[src/hdl/sni_pkg.sv]
// Package: payload types, parse phases and status codes of the SNI extractor.
`default_nettype none
package sni_pkg;
  typedef struct packed {
    logic [7:0] record_byte;
    logic       last_byte;
  } sni_in_t;

  typedef struct packed {
    logic [7:0] name_char;
    logic       char_valid;
    logic       name_done;
    logic       name_ok;
    logic       record_done;
    logic [2:0] status;
  } sni_out_t;

  typedef enum logic [4:0] {
    PH_H0, PH_H1, PH_H2, PH_H3, PH_H4,
    PH_HS_TYPE, PH_HS_L0, PH_HS_L1, PH_HS_L2,
    PH_SKIP_RANDOM,
    PH_SID_LEN, PH_SKIP_SID,
    PH_CS_L0, PH_CS_L1, PH_SKIP_CS,
    PH_CM_LEN, PH_SKIP_CM,
    PH_EX_L0, PH_EX_L1,
    PH_ET0, PH_ET1, PH_EL0, PH_EL1, PH_SKIP_EXT,
    PH_SL0, PH_SL1,
    PH_NT, PH_NL0, PH_NL1, PH_NAME, PH_SKIP_NAME,
    PH_IDLE
  } phase_e;

  typedef enum logic [2:0] {
    ST_FOUND     = 3'd0,
    ST_NOT_HELLO = 3'd1,
    ST_REC_LEN   = 3'd2,
    ST_MALFORMED = 3'd3,
    ST_NO_NAME   = 3'd4
  } status_e;

  // outcome register: 0 undecided, 1 found, 2..5 failure (status + 1)
  localparam logic [2:0] OC_NONE  = 3'd0;
  localparam logic [2:0] OC_FOUND = 3'd1;

  localparam logic [7:0]  REC_TYPE_HS  = 8'h16;
  localparam logic [7:0]  REC_MAJOR    = 8'h03;
  localparam logic [7:0]  HS_TYPE_CH   = 8'h01;
  localparam int unsigned RANDOM_SKIP  = 2 + 32;
  localparam logic [14:0] MAX_REC_RST  = 15'd8192;
endpackage
`default_nettype wire

[src/hdl/tls_client_hello_sni_extractor_top.sv]
// Top level: byte-stream TLS ClientHello parser that extracts the SNI hostname.
`default_nettype none
// One record byte per beat, one beat per cycle while the output is not stalled.
// Each byte is parsed by a single pass of the phase FSM on the accepted byte,
// and the result (if any) lands in a one-deep output register; the input side
// stays ready while that register is empty or being drained in the same cycle,
// so a result shows in the cycle after its byte and throughput is one byte per
// clock with no stalls of its own. Results appear only for name characters,
// name verdicts and the last byte of a record (status). After the last byte
// all parse state returns to reset; max_rec_q keeps its value. No clearing pass after reset.
module tls_client_hello_sni_extractor_top #(
  parameter int unsigned HOSTNAME_MAX  = 253,
  parameter int unsigned POSITION_BITS = 15
) (
  input  wire logic              clk_i,
  input  wire logic              rst_ni,
  input  wire logic              in_valid_i,
  output logic                   in_ready_o,
  input  wire sni_pkg::sni_in_t  in_data_i,
  output logic                   out_valid_o,
  input  wire logic              out_ready_i,
  output sni_pkg::sni_out_t      out_data_o,
  input  wire logic              cfg_we_i,
  input  wire logic [14:0]       cfg_wdata_i
);
  import sni_pkg::*;

  localparam int unsigned PB = POSITION_BITS;
  // Compare width: positions plus a 16-bit length plus carry room.
  localparam int unsigned CW = 18;
  localparam logic [PB-1:0] POS_MAX = {PB{1'b1}};

  phase_e        phase_q, phase_d;
  logic [PB-1:0] pos_q, pos_d;
  logic [PB-1:0] rec_end_q, rec_end_d;
  logic [24:0]   hello_end_q, hello_end_d;
  logic [PB-1:0] exts_end_q, exts_end_d;
  logic [PB-1:0] ext_end_q, ext_end_d;
  logic [PB-1:0] list_end_q, list_end_d;
  logic [16:0]   acc_q, acc_d;   // bit 16: type flag, low bits: length bytes
  logic [15:0]   skip_q, skip_d;
  logic [15:0]   nrem_q, nrem_d;
  logic [3:0]    flags_q, flags_d;
  logic [2:0]    oc_q, oc_d;
  logic [14:0]   max_rec_q;
  logic          first_q, first_d;  // start-of-name marker

  logic          out_valid_q;
  sni_out_t      out_q, res;
  logic          res_v;

  logic          fire;
  logic [7:0]    b;
  logic [CW-1:0] c;       // current position, widened
  logic [CW-1:0] he;      // hello_end clipped to compare width
  logic [15:0]   v16;
  logic [CW-1:0] v;
  logic          go_en;
  phase_e        go_ph;
  logic [24:0]   hsum;
  logic          is_host;

  assign in_ready_o  = !out_valid_q || out_ready_i;
  assign fire        = in_valid_i && in_ready_o;
  assign out_valid_o = out_valid_q;
  assign out_data_o  = out_q;
  assign b           = in_data_i.record_byte;

  always_ff @(posedge clk_i or negedge rst_ni) begin
    if (!rst_ni) max_rec_q <= MAX_REC_RST;
    else if (cfg_we_i) max_rec_q <= cfg_wdata_i;
  end

  function automatic phase_e after_skip(phase_e p);
    phase_e r;
    case (p)
      PH_SKIP_RANDOM: r = PH_SID_LEN;
      PH_SKIP_SID:    r = PH_CS_L0;
      PH_SKIP_CS:     r = PH_CM_LEN;
      PH_SKIP_CM:     r = PH_EX_L0;
      PH_SKIP_EXT:    r = PH_ET0;
      default:        r = PH_NT;
    endcase
    return r;
  endfunction

  always_comb begin
    pos_d = (pos_q != POS_MAX) ? pos_q + 1'b1 : POS_MAX;
    c     = CW'(pos_d);
    // hello_end beyond the record is rejected at parse time, so clip safely
    he    = (hello_end_q > 25'((1 << CW) - 1)) ? {CW{1'b1}} : hello_end_q[CW-1:0];
    is_host = (b >= "a" && b <= "z") || (b >= "A" && b <= "Z") ||
              (b >= "0" && b <= "9") || b == "-" || b == ".";
    hsum  = 25'd9 + 25'({acc_q[15:0], b});
  end

  // Next-state pass: one byte through the phase FSM.
  always_comb begin
    phase_d     = phase_q;
    rec_end_d   = rec_end_q;
    hello_end_d = hello_end_q;
    exts_end_d  = exts_end_q;
    ext_end_d   = ext_end_q;
    list_end_d  = list_end_q;
    acc_d       = acc_q;
    skip_d      = skip_q;
    nrem_d      = nrem_q;
    flags_d     = flags_q;
    oc_d        = oc_q;
    first_d     = first_q;
    res         = '0;
    go_en       = 1'b0;
    go_ph       = PH_IDLE;
    v16         = {acc_q[7:0], b};
    v           = CW'(v16);
    if (oc_q == OC_NONE) begin
      case (phase_q)
        PH_H0: begin
          if (b != REC_TYPE_HS) oc_d = 3'(ST_NOT_HELLO) + 3'd1;
          else phase_d = PH_H1;
        end
        PH_H1: begin
          if (b != REC_MAJOR) oc_d = 3'(ST_NOT_HELLO) + 3'd1;
          else phase_d = PH_H2;
        end
        PH_H2: phase_d = PH_H3;
        PH_H3: begin
          acc_d = 17'(b);
          phase_d = PH_H4;
        end
        PH_H4: begin
          if (v16 < 16'd4 || 18'd5 + v > 18'(max_rec_q) || 18'd5 + v > 18'(POS_MAX))
            oc_d = 3'(ST_REC_LEN) + 3'd1;
          else begin
            rec_end_d = PB'(18'd5 + v);
            phase_d = PH_HS_TYPE;
          end
        end
        PH_HS_TYPE: begin
          if (b != HS_TYPE_CH) oc_d = 3'(ST_NOT_HELLO) + 3'd1;
          else phase_d = PH_HS_L0;
        end
        PH_HS_L0: begin
          acc_d = 17'(b);
          phase_d = PH_HS_L1;
        end
        PH_HS_L1: begin
          acc_d = 17'({acc_q[7:0], b});
          phase_d = PH_HS_L2;
        end
        PH_HS_L2: begin
          acc_d = {1'b0, acc_q[15:0]};
          hello_end_d = hsum;
          if (hsum > 25'(rec_end_q) || hsum < 25'(9 + RANDOM_SKIP))
            oc_d = 3'(ST_MALFORMED) + 3'd1;
          else begin
            skip_d = 16'(RANDOM_SKIP);
            phase_d = PH_SKIP_RANDOM;
          end
        end
        PH_SKIP_RANDOM, PH_SKIP_SID, PH_SKIP_CS, PH_SKIP_CM, PH_SKIP_EXT,
        PH_SKIP_NAME: begin
          skip_d = (skip_q != 16'd0) ? skip_q - 16'd1 : 16'd0;
          if (skip_d == 16'd0) begin
            go_en = 1'b1;
            go_ph = after_skip(phase_q);
          end
        end
        PH_SID_LEN, PH_CM_LEN: begin
          if (c + CW'(b) + 18'd2 > he) oc_d = 3'(ST_MALFORMED) + 3'd1;
          else if (b == 8'd0) begin
            go_en = 1'b1;
            go_ph = (phase_q == PH_SID_LEN) ? PH_CS_L0 : PH_EX_L0;
          end else begin
            skip_d  = 16'(b);
            phase_d = (phase_q == PH_SID_LEN) ? PH_SKIP_SID : PH_SKIP_CM;
          end
        end
        PH_CS_L0, PH_EX_L0, PH_ET0, PH_SL0: begin
          acc_d = 17'(b);
          case (phase_q)
            PH_CS_L0: phase_d = PH_CS_L1;
            PH_EX_L0: phase_d = PH_EX_L1;
            PH_ET0:   phase_d = PH_ET1;
            default:  phase_d = PH_SL1;
          endcase
        end
        PH_CS_L1: begin
          if (c + v + 18'd1 > he) oc_d = 3'(ST_MALFORMED) + 3'd1;
          else if (v16 == 16'd0) begin
            go_en = 1'b1;
            go_ph = PH_CM_LEN;
          end else begin
            skip_d = v16;
            phase_d = PH_SKIP_CS;
          end
        end
        PH_EX_L1: begin
          if (c > he || v > he - c) oc_d = 3'(ST_MALFORMED) + 3'd1;
          else begin
            exts_end_d = PB'(c + v);
            go_en = 1'b1;
            go_ph = PH_ET0;
          end
        end
        PH_ET1: begin
          acc_d = (v16 == 16'd0) ? 17'h10000 : 17'h0;
          phase_d = PH_EL0;
        end
        PH_EL0, PH_NL0: begin
          acc_d = {acc_q[16], b, 8'h00};
          phase_d = (phase_q == PH_EL0) ? PH_EL1 : PH_NL1;
        end
        PH_EL1: begin
          v16 = {acc_q[15:8], b};
          v   = CW'(v16);
          if (c > CW'(exts_end_q) || v > CW'(exts_end_q) - c)
            oc_d = 3'(ST_MALFORMED) + 3'd1;
          else begin
            ext_end_d = PB'(c + v);
            if (acc_q[16]) begin
              if (c + 18'd2 > c + v) oc_d = 3'(ST_MALFORMED) + 3'd1;
              else phase_d = PH_SL0;
            end else if (v16 == 16'd0) begin
              go_en = 1'b1;
              go_ph = PH_ET0;
            end else begin
              skip_d = v16;
              phase_d = PH_SKIP_EXT;
            end
          end
        end
        PH_SL1: begin
          if (c > CW'(ext_end_q) || v > CW'(ext_end_q) - c)
            oc_d = 3'(ST_MALFORMED) + 3'd1;
          else begin
            list_end_d = PB'(c + v);
            go_en = 1'b1;
            go_ph = PH_NT;
          end
        end
        PH_NT: begin
          acc_d = (b == 8'd0) ? 17'h10000 : 17'h0;
          phase_d = PH_NL0;
        end
        PH_NL1: begin
          v16 = {acc_q[15:8], b};
          v   = CW'(v16);
          if (c > CW'(list_end_q) || v > CW'(list_end_q) - c)
            oc_d = 3'(ST_MALFORMED) + 3'd1;
          else if (acc_q[16]) begin
            nrem_d  = v16;
            flags_d = (v16 == 16'd0 || v16 > 16'(HOSTNAME_MAX)) ? 4'd8 : 4'd0;
            first_d = 1'b1;
            if (v16 == 16'd0) begin
              res.name_done = 1'b1;
              go_en = 1'b1;
              go_ph = PH_NT;
            end else phase_d = PH_NAME;
          end else if (v16 == 16'd0) begin
            go_en = 1'b1;
            go_ph = PH_NT;
          end else begin
            skip_d = v16;
            phase_d = PH_SKIP_NAME;
          end
        end
        PH_NAME: begin
          res.char_valid = 1'b1;
          res.name_char  = (b >= "A" && b <= "Z") ? b + 8'd32 : b;
          flags_d = flags_q;
          if (first_q) begin
            if (b == ".") flags_d[1] = 1'b1;
            first_d = 1'b0;
          end
          if (!is_host) flags_d[0] = 1'b1;
          flags_d[2] = (b == ".");
          nrem_d = (nrem_q != 16'd0) ? nrem_q - 16'd1 : 16'd0;
          if (nrem_d == 16'd0) begin
            res.name_done = 1'b1;
            res.name_ok   = (flags_d == 4'd0);
            if (flags_d == 4'd0) begin
              oc_d = OC_FOUND;
              phase_d = PH_IDLE;
            end else begin
              go_en = 1'b1;
              go_ph = PH_NT;
            end
          end
        end
        default: ;
      endcase
      if (oc_d != OC_NONE) phase_d = PH_IDLE;
      // Bound checks made on entry to a phase
      if (go_en) begin
        if (go_ph == PH_SID_LEN && c >= he)
          oc_d = 3'(ST_MALFORMED) + 3'd1;
        else if (go_ph == PH_ET0 && c + 18'd4 > CW'(exts_end_d))
          oc_d = 3'(ST_NO_NAME) + 3'd1;
        else if (go_ph == PH_NT && c + 18'd3 > CW'(list_end_d))
          oc_d = 3'(ST_NO_NAME) + 3'd1;
        phase_d = (oc_d != OC_NONE) ? PH_IDLE : go_ph;
      end
    end

    if (in_data_i.last_byte) begin
      res.record_done = 1'b1;
      if (oc_d >= 3'd2) res.status = oc_d - 3'd1;
      else if (rec_end_d == '0 || pos_d != rec_end_d) res.status = ST_REC_LEN;
      else if (oc_d == OC_FOUND) res.status = ST_FOUND;
      else res.status = ST_MALFORMED;
    end
    res_v = res.char_valid || res.name_done || res.record_done;
  end

  always_ff @(posedge clk_i or negedge rst_ni) begin
    if (!rst_ni) begin
      phase_q <= PH_H0; pos_q <= '0; rec_end_q <= '0; hello_end_q <= '0;
      exts_end_q <= '0; ext_end_q <= '0; list_end_q <= '0; acc_q <= '0;
      skip_q <= '0; nrem_q <= '0; flags_q <= '0; oc_q <= OC_NONE;
      first_q <= 1'b0;
    end else if (fire) begin
      if (in_data_i.last_byte) begin
        phase_q <= PH_H0; pos_q <= '0; rec_end_q <= '0; hello_end_q <= '0;
        exts_end_q <= '0; ext_end_q <= '0; list_end_q <= '0; acc_q <= '0;
        skip_q <= '0; nrem_q <= '0; flags_q <= '0; oc_q <= OC_NONE;
        first_q <= 1'b0;
      end else begin
        phase_q <= phase_d; pos_q <= pos_d; rec_end_q <= rec_end_d;
        hello_end_q <= hello_end_d; exts_end_q <= exts_end_d;
        ext_end_q <= ext_end_d; list_end_q <= list_end_d; acc_q <= acc_d;
        skip_q <= skip_d; nrem_q <= nrem_d; flags_q <= flags_d; oc_q <= oc_d;
        first_q <= first_d;
      end
    end
  end

  // Output register: refilled whenever it is empty or being drained.
  always_ff @(posedge clk_i or negedge rst_ni) begin
    if (!rst_ni) out_valid_q <= 1'b0;
    else if (in_ready_o) out_valid_q <= fire && res_v;
  end

  always_ff @(posedge clk_i) begin
    if (fire && res_v) out_q <= res;
  end
endmodule
`default_nettype wire

[config.mk]
export PLATFORM = sky130hd
export DESIGN_NAME = tls_client_hello_sni_extractor_top
export DESIGN_NICKNAME = d
export VERILOG_FILES = /design/src/hdl/sni_pkg.sv /design/src/hdl/tls_client_hello_sni_extractor_top.sv
export SDC_FILE = /design/constraint.sdc
export NUM_CORES = 1
export LEC_CHECK = 0
export BUFFER_PORTS_ARGS = -buffer_cell sky130_fd_sc_hd__buf_2
export CAP_MARGIN = 20
export CORE_ASPECT_RATIO = 2
export CORE_MARGIN = 3
export CORE_UTILIZATION = 40
export CTS_CLUSTER_DIAMETER = 50
export DETAILED_ROUTE_END_ITERATION = 8
export SETUP_SLACK_MARGIN = 0.5
export SLEW_MARGIN = 20
export SYNTH_ARGS = -nofsm -noshare
export SYNTH_HDL_FRONTEND = slang
export SYNTH_SLANG_ARGS = --single-unit
[constraint.sdc]
create_clock -name clk_i -period 8.9 [get_ports clk_i]
set_input_delay 0.445 -clock clk_i [delete_from_list [all_inputs] [get_ports clk_i]]
set_output_delay 0.445 -clock clk_i [all_outputs]
set_load 0.01 [all_outputs]
==> results of run 1 <==
==> power groups by stage <==
stage / combinational [mW] / clock [mW] / sequential (mW)
2_1_floorplan: 3.53 / 0 / 1.13
3_3_place_gp: 5.40 / 0 / 1.23
3_5_place_dp: 5.47 / 0 / 1.23
4_1_cts: 5.55 / 0.880 / 1.22
5_1_grt: 6.27 / 0.908 / 1.24
6_report: 5.85 / 0.869 / 1.23
==> through the flow <==
stage	total power, mW	hold WS, ps
after floorplan	4.66	149
after global placement	6.63	457
after detailed placement	6.71	460
after CTS	7.64	147
after global routing	8.41	175
final	7.95	160
==> kinds of logic (layout without fill, tap and decap cells) <==
kind of cell,Yosys count,count (layout)
AND/OR/NAND/NOR,967,967
AO/OA/AOI/OAI,850,850
adder cells (fa/ha/maj),294,294
buffers and inverters,279,407
XOR/XNOR,199,199
flip-flops,192,192
multiplexers,47,47
other,1,2
==> sequential cells by signal (all words and copies together) (netlist names), 16 cells and up <==
name and cells:
hello_end_q 25, acc_q 17, nrem_q 16, skip_q 16
==> routing by layer <==
metal / wire length [µm] / vias to the layer above / part of all wire, %
met2: 51600 / 1121 / 49
met3: 5810 / 499 / 5.5
met1: 34500 / 11319 / 33
met4: 12800 / 0 / 12
li1: - / 10591 / -
met5: 0 / - / 0
==> how the worst max path moves through the flow <==
stage / to / slack [ps] / cells after the start
detailed placement: out_data_o[2]$_SDFFCE_PN0P_ / 60 / 40
CTS: out_data_o[2]$_SDFFCE_PN0P_ / 510 / 36
global route: out_data_o[2]$_SDFFCE_PN0P_ / 460 / 38
floorplan: out_data_o[2]$_SDFFCE_PN0P_ / 510 / 42
global placement: out_data_o[2]$_SDFFCE_PN0P_ / 180 / 40
finish: out_data_o[2]$_SDFFCE_PN0P_ / 680 / 40
==> layout make-up <==
| cell class | instances | area [µm²] | share of cell area (%) |
|---|---|---|---|
| clock inverter | 15 | 219 | 0.866 |
| timing repair buffer | 218 | 1580 | 6.23 |
| antenna | 1 | 2.50 | 0.00989 |
| tap | 738 | 923 | 3.65 |
| clock buffer | 17 | 425 | 1.68 |
| sequential | 192 | 4890 | 19.3 |
| inverter | 157 | 592 | 2.34 |
| multi-input combinational | 2358 | 16700 | 65.9 |
==> cells in the mapped netlist, types with 8 or more instances <==
master                      number
sky130_fd_sc_hd__o21a_1         25
sky130_fd_sc_hd__buf_2          11
sky130_fd_sc_hd__o211ai_1       31
sky130_fd_sc_hd__inv_1         150
sky130_fd_sc_hd__a22oi_1        12
sky130_fd_sc_hd__or2_2          10
sky130_fd_sc_hd__or3_1          19
sky130_fd_sc_hd__a2111oi_0       9
sky130_fd_sc_hd__mux2i_1        41
sky130_fd_sc_hd__edfxtp_1       15
sky130_fd_sc_hd__nand4_1        57
sky130_fd_sc_hd__o2bb2ai_1       9
sky130_fd_sc_hd__nand3_1        70
sky130_fd_sc_hd__a21oi_1       187
sky130_fd_sc_hd__and4_1         12
sky130_fd_sc_hd__nor3_1         70
sky130_fd_sc_hd__nor3b_1         8
sky130_fd_sc_hd__dfrtp_1       176
sky130_fd_sc_hd__nor4_1         30
sky130_fd_sc_hd__a211o_1        10
sky130_fd_sc_hd__fa_1           11
sky130_fd_sc_hd__ha_1          283
sky130_fd_sc_hd__o21ai_1        16
sky130_fd_sc_hd__xnor2_1       134
sky130_fd_sc_hd__nor2_1        208
sky130_fd_sc_hd__nor4b_1         9
sky130_fd_sc_hd__xor2_1         65
sky130_fd_sc_hd__and2_1         18
sky130_fd_sc_hd__nand2_1       299
sky130_fd_sc_hd__buf_1           8
sky130_fd_sc_hd__and3_1         26
sky130_fd_sc_hd__a21o_1         37
sky130_fd_sc_hd__a31oi_1        28
sky130_fd_sc_hd__o21bai_1       19
sky130_fd_sc_hd__o31ai_1        31
sky130_fd_sc_hd__o21ai_0       255
sky130_fd_sc_hd__clkbuf_1      102
sky130_fd_sc_hd__nand2b_1       66
sky130_fd_sc_hd__o22ai_1        15
sky130_fd_sc_hd__a22o_1         22
sky130_fd_sc_hd__o211a_1         8
sky130_fd_sc_hd__nor2b_1        33
sky130_fd_sc_hd__a211oi_1       33
sky130_fd_sc_hd__o2111ai_1      15
==> worst max-delay path: cells and delay by family, from the launching register on <==
family,cells,cell delay (ps)
muxes,1,140
xor gates and xnor gates,1,270
buffers and inverters,5,720
DFF,1,430
AOI/OAI and AO/OA,14,2840
adders and majority gates,5,1380
and+or+nand+nor,14,2190
==> repair_timing <==
action                                  in CTS  in global routing
endpoints found under the hold margin       56                  0
buffers inserted                             4                 21
gates resized for setup                     18                 94
hold buffers                                 1                  0
endpoints found under the setup margin       3                  8
cloned                                       0                  1
pin swaps                                    2                 32
==> cell usage in the layout, fill, tap and decap left out, drive strengths merged, types with 10 or more instances in the layout <==
cell,n
dfrtp,176
or2,11
clkinv,13
or3,21
nand2,299
xor2,65
and3,26
and4,12
o21bai,19
a21oi,187
clkbuf,18
nand4,58
o2111ai,15
o22ai,15
buf,216
a22o,22
edfxtp,15
fa,11
o31ai,32
mux2i,41
a22oi,12
xnor2,134
a21o,37
and2,19
a31oi,28
o211ai,31
a2111oi,10
a211oi,33
nand2b,66
nor3,71
o21a,25
nand3,70
inv,159
nor4,31
nor2,208
a211o,10
o21ai,271
ha,283
nor2b,33
==> results.sh, run 1 <==
export IMPL_instances_no_fill=3696
export IMPL_post_drt_wl_per_cell_um=28.3
export IMPL_grt_use_met1_pct=34.5
export IMPL_worstPathMaxFanout=8
export IMPL_yosysSeqAreaShare_pct=22.0
export IMPL_clock_skew_ps=19.5
export IMPL_detail_route_wirelength_mm=105
export IMPL_crit_path_max_incr_delay_ps=510
export IMPL_tritoncts_num_sinks=192
export IMPL_min_period_over_period_pct=92.4
export IMPL_edff_count_synth=15
export IMPL_nets=3267
export IMPL_worst_ir_drop_vdd_v=0.000141
export IMPL_placed_cell_area_um2=24000
export IMPL_overall_via_count_from_detail_route=23530
export IMPL_place_congestion=1.05
export IMPL_dp_final_hpwl_mm=84.0
export IMPL_period_minus_slack_ps=8220
export IMPL_post_synth_top_area_cell="sky130_fd_sc_hd__dfrtp_1"
export IMPL_finish_utilization_pct=46.3
export IMPL_synth_seq_cells=192
export IMPL_worst_path_most_repeated_cell="sky130_fd_sc_hd__nand4_1"
export IMPL_async_reset_ff_share_pct=92.2
export IMPL_compound_gate_portion_of_the_synthesized_area_pct=24.6
export IMPL_pwr_share_clk_pct=10.9
export IMPL_synthToLayoutAreaGrowth_pct=14.2
export IMPL_tritoncts_num_buffers=17
export IMPL_clock_path_buffers=2
export IMPL_route_antenna_remaining_nets=0
export IMPL_fp_dieArea_um2=58400
export IMPL_synth_simple_gate_area_share_pct=21.5
export IMPL_arrival_ps=8460
export IMPL_crit_reg2reg_capture="out_data_o[2]$_SDFFCE_PN0P_"
export IMPL_synth_cell_area_um2=22200
export IMPL_max_freq_mhz=122
export IMPL_cpMaxStageDelayCell="sky130_fd_sc_hd__or4_1"
export IMPL_power_switching_mw=4.33
export IMPL_worst_slew_pin_transition_ps=1100
export IMPL_synth_top_family_by_area="compound AO/OA/AOI/OAI gates"
export IMPL_cts_root_buf="sky130_fd_sc_hd__clkbuf_16"
export IMPL_cts_reportedPaths_clkPinSlew_ps=90
export IMPL_multiplexer_share_of_the_synthesized_area_pct=2.17
export IMPL_critPathRequiredTime_ps=9140
export IMPL_ys_top_cells_by_area="sky130_fd_sc_hd__dfrtp_1 (20%), sky130_fd_sc_hd__ha_1 (16%), sky130_fd_sc_hd__o21ai_0 (5.8%)"
export IMPL_die_height_um=339
export IMPL_synthDistinctLibCells=95
export IMPL_power_density_nw_per_um2=314
export IMPL_number_of_antenna_violations_at_the_first_check_in_global_routing=1
export IMPL_synth_ff_type="sky130_fd_sc_hd__dfrtp_1"
export IMPL_chipWidth_um=172
export IMPL_grt_use_met2_pct=61.3
export IMPL_proportion_of_total_power_due_to_net_switching_pct=54.5
export IMPL_synthesis_nets=3152
export IMPL_post_route_cell_area_um2=25300
export IMPL_grt_pass1_vias=23730
export IMPL_endpoint_kind_of_the_worst_setup_timing_path="flip-flop"
export IMPL_grt_busiest_layer="met2"
export IMPL_cts_max_level=4
export IMPL_setup_viol=0
export IMPL_start_kind="flip-flop"
export IMPL_grt_first_pass_wirelength_mm=151
export IMPL_cells_after_synthesis=2829
export IMPL_largest_net_degree_at_the_start_of_global_routing=65
export IMPL_setup_repair_after_global_routing_missed_its_margin="true"
export IMPL_synth_area_per_cell_um2=7.83
export IMPL_crit_type="reg -> reg"
export IMPL_grt_util_met3_pct=5.52
export IMPL_final_setup_tns_ps=0
export IMPL_fillers=5483
export IMPL_finalHoldViolations=0
export IMPL_reported_max_cap_violation_count=0
export IMPL_gr_usage_all_layers_pct=35.0
export IMPL_timing_hold_worst_start="cfg_wdata_i[10]"
export IMPL_core_area_um2=54700
export IMPL_whs_path_depth=3
export IMPL_layout_setup_ws_ps=680
export IMPL_power_share_sequential_pct=15.5
export IMPL_drtPass1Iterations=8
export IMPL_cts_tree="yes"
export IMPL_final_max_slew_viol_count=0
export IMPL_worstHoldPathType="in -> reg"
export IMPL_drive_gt1_share_pct=12.6
export IMPL_adder_cell_area_share_of_the_yosys_netlist_pct=17.0
export IMPL_dp_worst_setup_slack_ps=60.1
export IMPL_starting_density_of_the_core_pct=40.5
export IMPL_min_delay_worst_endpoint="max_rec_q[10]$_DFFE_PN0P_"
export IMPL_clock_latency_ps=490
export IMPL_numPlacedInstances=3636
export IMPL_reg2regPathDepth=40
export IMPL_floorplan_io_pins=46
export IMPL_worstReg2RegStart="pos_q[11]$_DFFE_PN0P_"
export IMPL_cp_startpoint="pos_q[11]$_DFFE_PN0P_"
export IMPL_timing_reg2reg_setup_slack_ps=680
export IMPL_internal_power_mw=3.61
export IMPL_power_share_combinational_pct=73.6
export IMPL_timing_max_slew_rel_slack_pct=25.7
export IMPL_drt_initial_drc_count=2175
export IMPL_io_buf_count=45
export IMPL_drcViolationCount=0
export IMPL_row_count=121
export IMPL_power_leakage_nw=11.3
export IMPL_synth_top_area_share_pct=19.9
export IMPL_status="complete, no violations"
export IMPL_synthXorXnorAreaFrac_pct=7.87
export IMPL_post_drt_via_cell_ratio=6.37
export IMPL_ys_warnings_count=0
export IMPL_grt_overflow=0
No activity file was read; power rests on OpenSTA's default activity.
==> run 2: changes to the inputs <==
--- a/config.mk
+++ b/config.mk
@@ -5,13 +5,13 @@
 export SDC_FILE = /design/constraint.sdc
 export NUM_CORES = 1
 export LEC_CHECK = 0
-export BUFFER_PORTS_ARGS = -buffer_cell sky130_fd_sc_hd__buf_2
 export CAP_MARGIN = 20
 export CORE_ASPECT_RATIO = 2
 export CORE_MARGIN = 3
 export CORE_UTILIZATION = 40
 export CTS_CLUSTER_DIAMETER = 50
 export DETAILED_ROUTE_END_ITERATION = 8
+export DONT_BUFFER_PORTS = 1
 export SETUP_SLACK_MARGIN = 0.5
 export SLEW_MARGIN = 20
 export SYNTH_ARGS = -nofsm -noshare
==> results.sh, run 2 (same netlist as run 1, synthesis figures left out) <==
export IMPL_tritoncts_num_buffers=17
export IMPL_synthToLayoutAreaGrowth_pct=12.5
export IMPL_overall_via_count_from_detail_route=23188
export IMPL_power_density_nw_per_um2=317
export IMPL_gr_usage_all_layers_pct=34.9
export IMPL_clock_latency_ps=490
export IMPL_endpoint_kind_of_the_worst_setup_timing_path="flip-flop"
export IMPL_cts_reportedPaths_clkPinSlew_ps=100
export IMPL_floorplan_io_pins=46
export IMPL_grt_pass1_vias=23052
export IMPL_cts_max_level=4
export IMPL_arrival_ps=8480
export IMPL_setup_viol=0
export IMPL_route_antenna_remaining_nets=0
export IMPL_drtPass1Iterations=6
export IMPL_crit_type="reg -> reg"
export IMPL_post_drt_wl_per_cell_um=28.8
export IMPL_clock_skew_ps=17.9
export IMPL_post_drt_via_cell_ratio=6.39
export IMPL_total_power_mw=7.91
export IMPL_worstPathMaxFanout=7
export IMPL_fp_dieArea_um2=58400
export IMPL_reported_max_cap_violation_count=0
export IMPL_grt_first_pass_wirelength_mm=150
export IMPL_io_buf_count=0
export IMPL_cts_tree="yes"
export IMPL_drcViolationCount=0
export IMPL_drt_initial_drc_count=2056
export IMPL_dp_final_hpwl_mm=82.5
export IMPL_tritoncts_num_sinks=192
export IMPL_cp_startpoint="pos_q[8]$_DFFE_PN0P_"
export IMPL_min_period_over_period_pct=92.3
export IMPL_largest_registers="hello_end_q: 25 flops, acc_q: 17 flops"
export IMPL_timing_max_slew_rel_slack_pct=18.3
export IMPL_chipWidth_um=172
export IMPL_worst_slew_pin_transition_ps=1220
export IMPL_status="finished with violations"
export IMPL_top_register="hello_end_q"
export IMPL_worstHoldPathType="in -> async"
export IMPL_final_max_slew_viol_count=0
export IMPL_cts_root_buf="sky130_fd_sc_hd__clkbuf_16"
export IMPL_place_congestion=1.05
export IMPL_finalHoldViolations=16
export IMPL_start_kind="flip-flop"
export IMPL_failed_checks="hold timing"
export IMPL_critPathRequiredTime_ps=9170
export IMPL_worst_ir_drop_vdd_v=0.000145
export IMPL_nets=3202
export IMPL_grt_overflow=0
export IMPL_number_of_antenna_violations_at_the_first_check_in_global_routing=1
export IMPL_core_area_um2=54700
export IMPL_largest_net_degree_at_the_start_of_global_routing=178
export IMPL_timing_hold_ws_ps=-59.8
export IMPL_finish_utilization_pct=45.6
export IMPL_row_count=121
export IMPL_clock_path_buffers=2
export IMPL_largest_reg_flops=25
export IMPL_setup_repair_after_global_routing_missed_its_margin="false"
export IMPL_die_height_um=339
export IMPL_detail_route_wirelength_mm=105
export IMPL_fillers=5472
export IMPL_period_minus_slack_ps=8210
export IMPL_drive_gt1_share_pct=10.4
export IMPL_starting_density_of_the_core_pct=40.5
export IMPL_layout_commonest_cell="sky130_fd_sc_hd__nand2_1"
export IMPL_crit_path_max_incr_delay_ps=570
export IMPL_power_leakage_nw=11.0
export IMPL_max_freq_mhz=122
export IMPL_worstReg2RegStart="pos_q[8]$_DFFE_PN0P_"
export IMPL_cpMaxStageDelayCell="sky130_fd_sc_hd__or4_4"
export IMPL_final_cell_mix="sky130_fd_sc_hd__nand2_1 (293), sky130_fd_sc_hd__ha_1 (274), sky130_fd_sc_hd__o21ai_0 (252)"
run 2: changes by cell type in the layout (fill, tap and decap cells not counted), moves of 5 or more:
cell / before / now
sky130_fd_sc_hd__a211oi_2: 6 / 1
sky130_fd_sc_hd__buf_2: 45 / 2
sky130_fd_sc_hd__buf_4: 164 / 141
sky130_fd_sc_hd__mux2i_1: 33 / 40
sky130_fd_sc_hd__o21ai_0: 247 / 252
sky130_fd_sc_hd__o21ai_1: 16 / 11
run 2: area by class of cell:
class                      count  area [µm²]  share of cell area, %
antenna                        1        2.50                 0.0100
clock inverter                15         206                  0.828
timing repair buffer         153        1210                   4.85
inverter                     157         592                   2.37
sequential                   192        4890                   19.6
multi-input combinational   2358       16700                   66.9
clock buffer                  17         425                   1.71
tap                          738         923                   3.71
run 2: worst paths after layout:
kind,end,cells past startpoint,slack [ps]
max,out_data_o[1]$_SDFFCE_PN0P_,30,690
min,rec_end_q[11]$_DFFE_PN0P_,1,-60
max reg2reg,out_data_o[1]$_SDFFCE_PN0P_,30,690
min reg2reg,hello_end_q[7]$_DFFE_PN0P_,2,470
max in group asynchronous,pos_q[10]$_DFFE_PN0P_,1,8060
min in group clk_i,nrem_q[8]$_DFFE_PN0P_,1,40
run 2: metal layers:
metal	vias up	GRT usage (%)	share of wire [%]
met2	1088	61.0	50
met5	-	0	0
met1	11142	34.5	33
li1	10448	-	-
met3	510	5.19	5.4
met4	0	32.2	12
run 2: stage by stage:
stage               cells  TNS [ps]  hold WS [ps]  area, µm²  worst slack, ps
floorplan            2829         0           149      22200              505
finish               3631         0         -59.8      24900              689
global route         3630         0          27.5      24900              392
detailed placement   3564      -174           154      23500             -125
CTS                  3603         0          23.0      24400              529
global placement     3563         0           156      23500             47.7
run 2: power by group:
part / switching [mW] / internal (mW) / total, mW
Clock: 0.470 / 0.391 / 0.862
Sequential: 0.211 / 1.01 / 1.22
Combinational: 3.64 / 2.19 / 5.83
Total: 4.32 / 3.59 / 7.91
run 2: what timing repair did:
action | CTS | global route
gates cloned | 0 | 1
pin swaps | 2 | 20
setup buffers | 5 | 24
resized for setup | 26 | 69
endpoints found under the hold margin | 178 | 0
setup endpoints to repair | 8 | 8
hold buffers | 2 | 0
run 2: critical path: cells and delay by family, from the launching register on:
family,cells,cell delay [ps]
buffers and inverters,4,790
adders and majority gates,3,900
xor gates and xnor gates,2,530
DFF,1,400
muxes,1,370
AOI/OAI and AO/OA,7,1880
and+or+nand+nor,13,3100
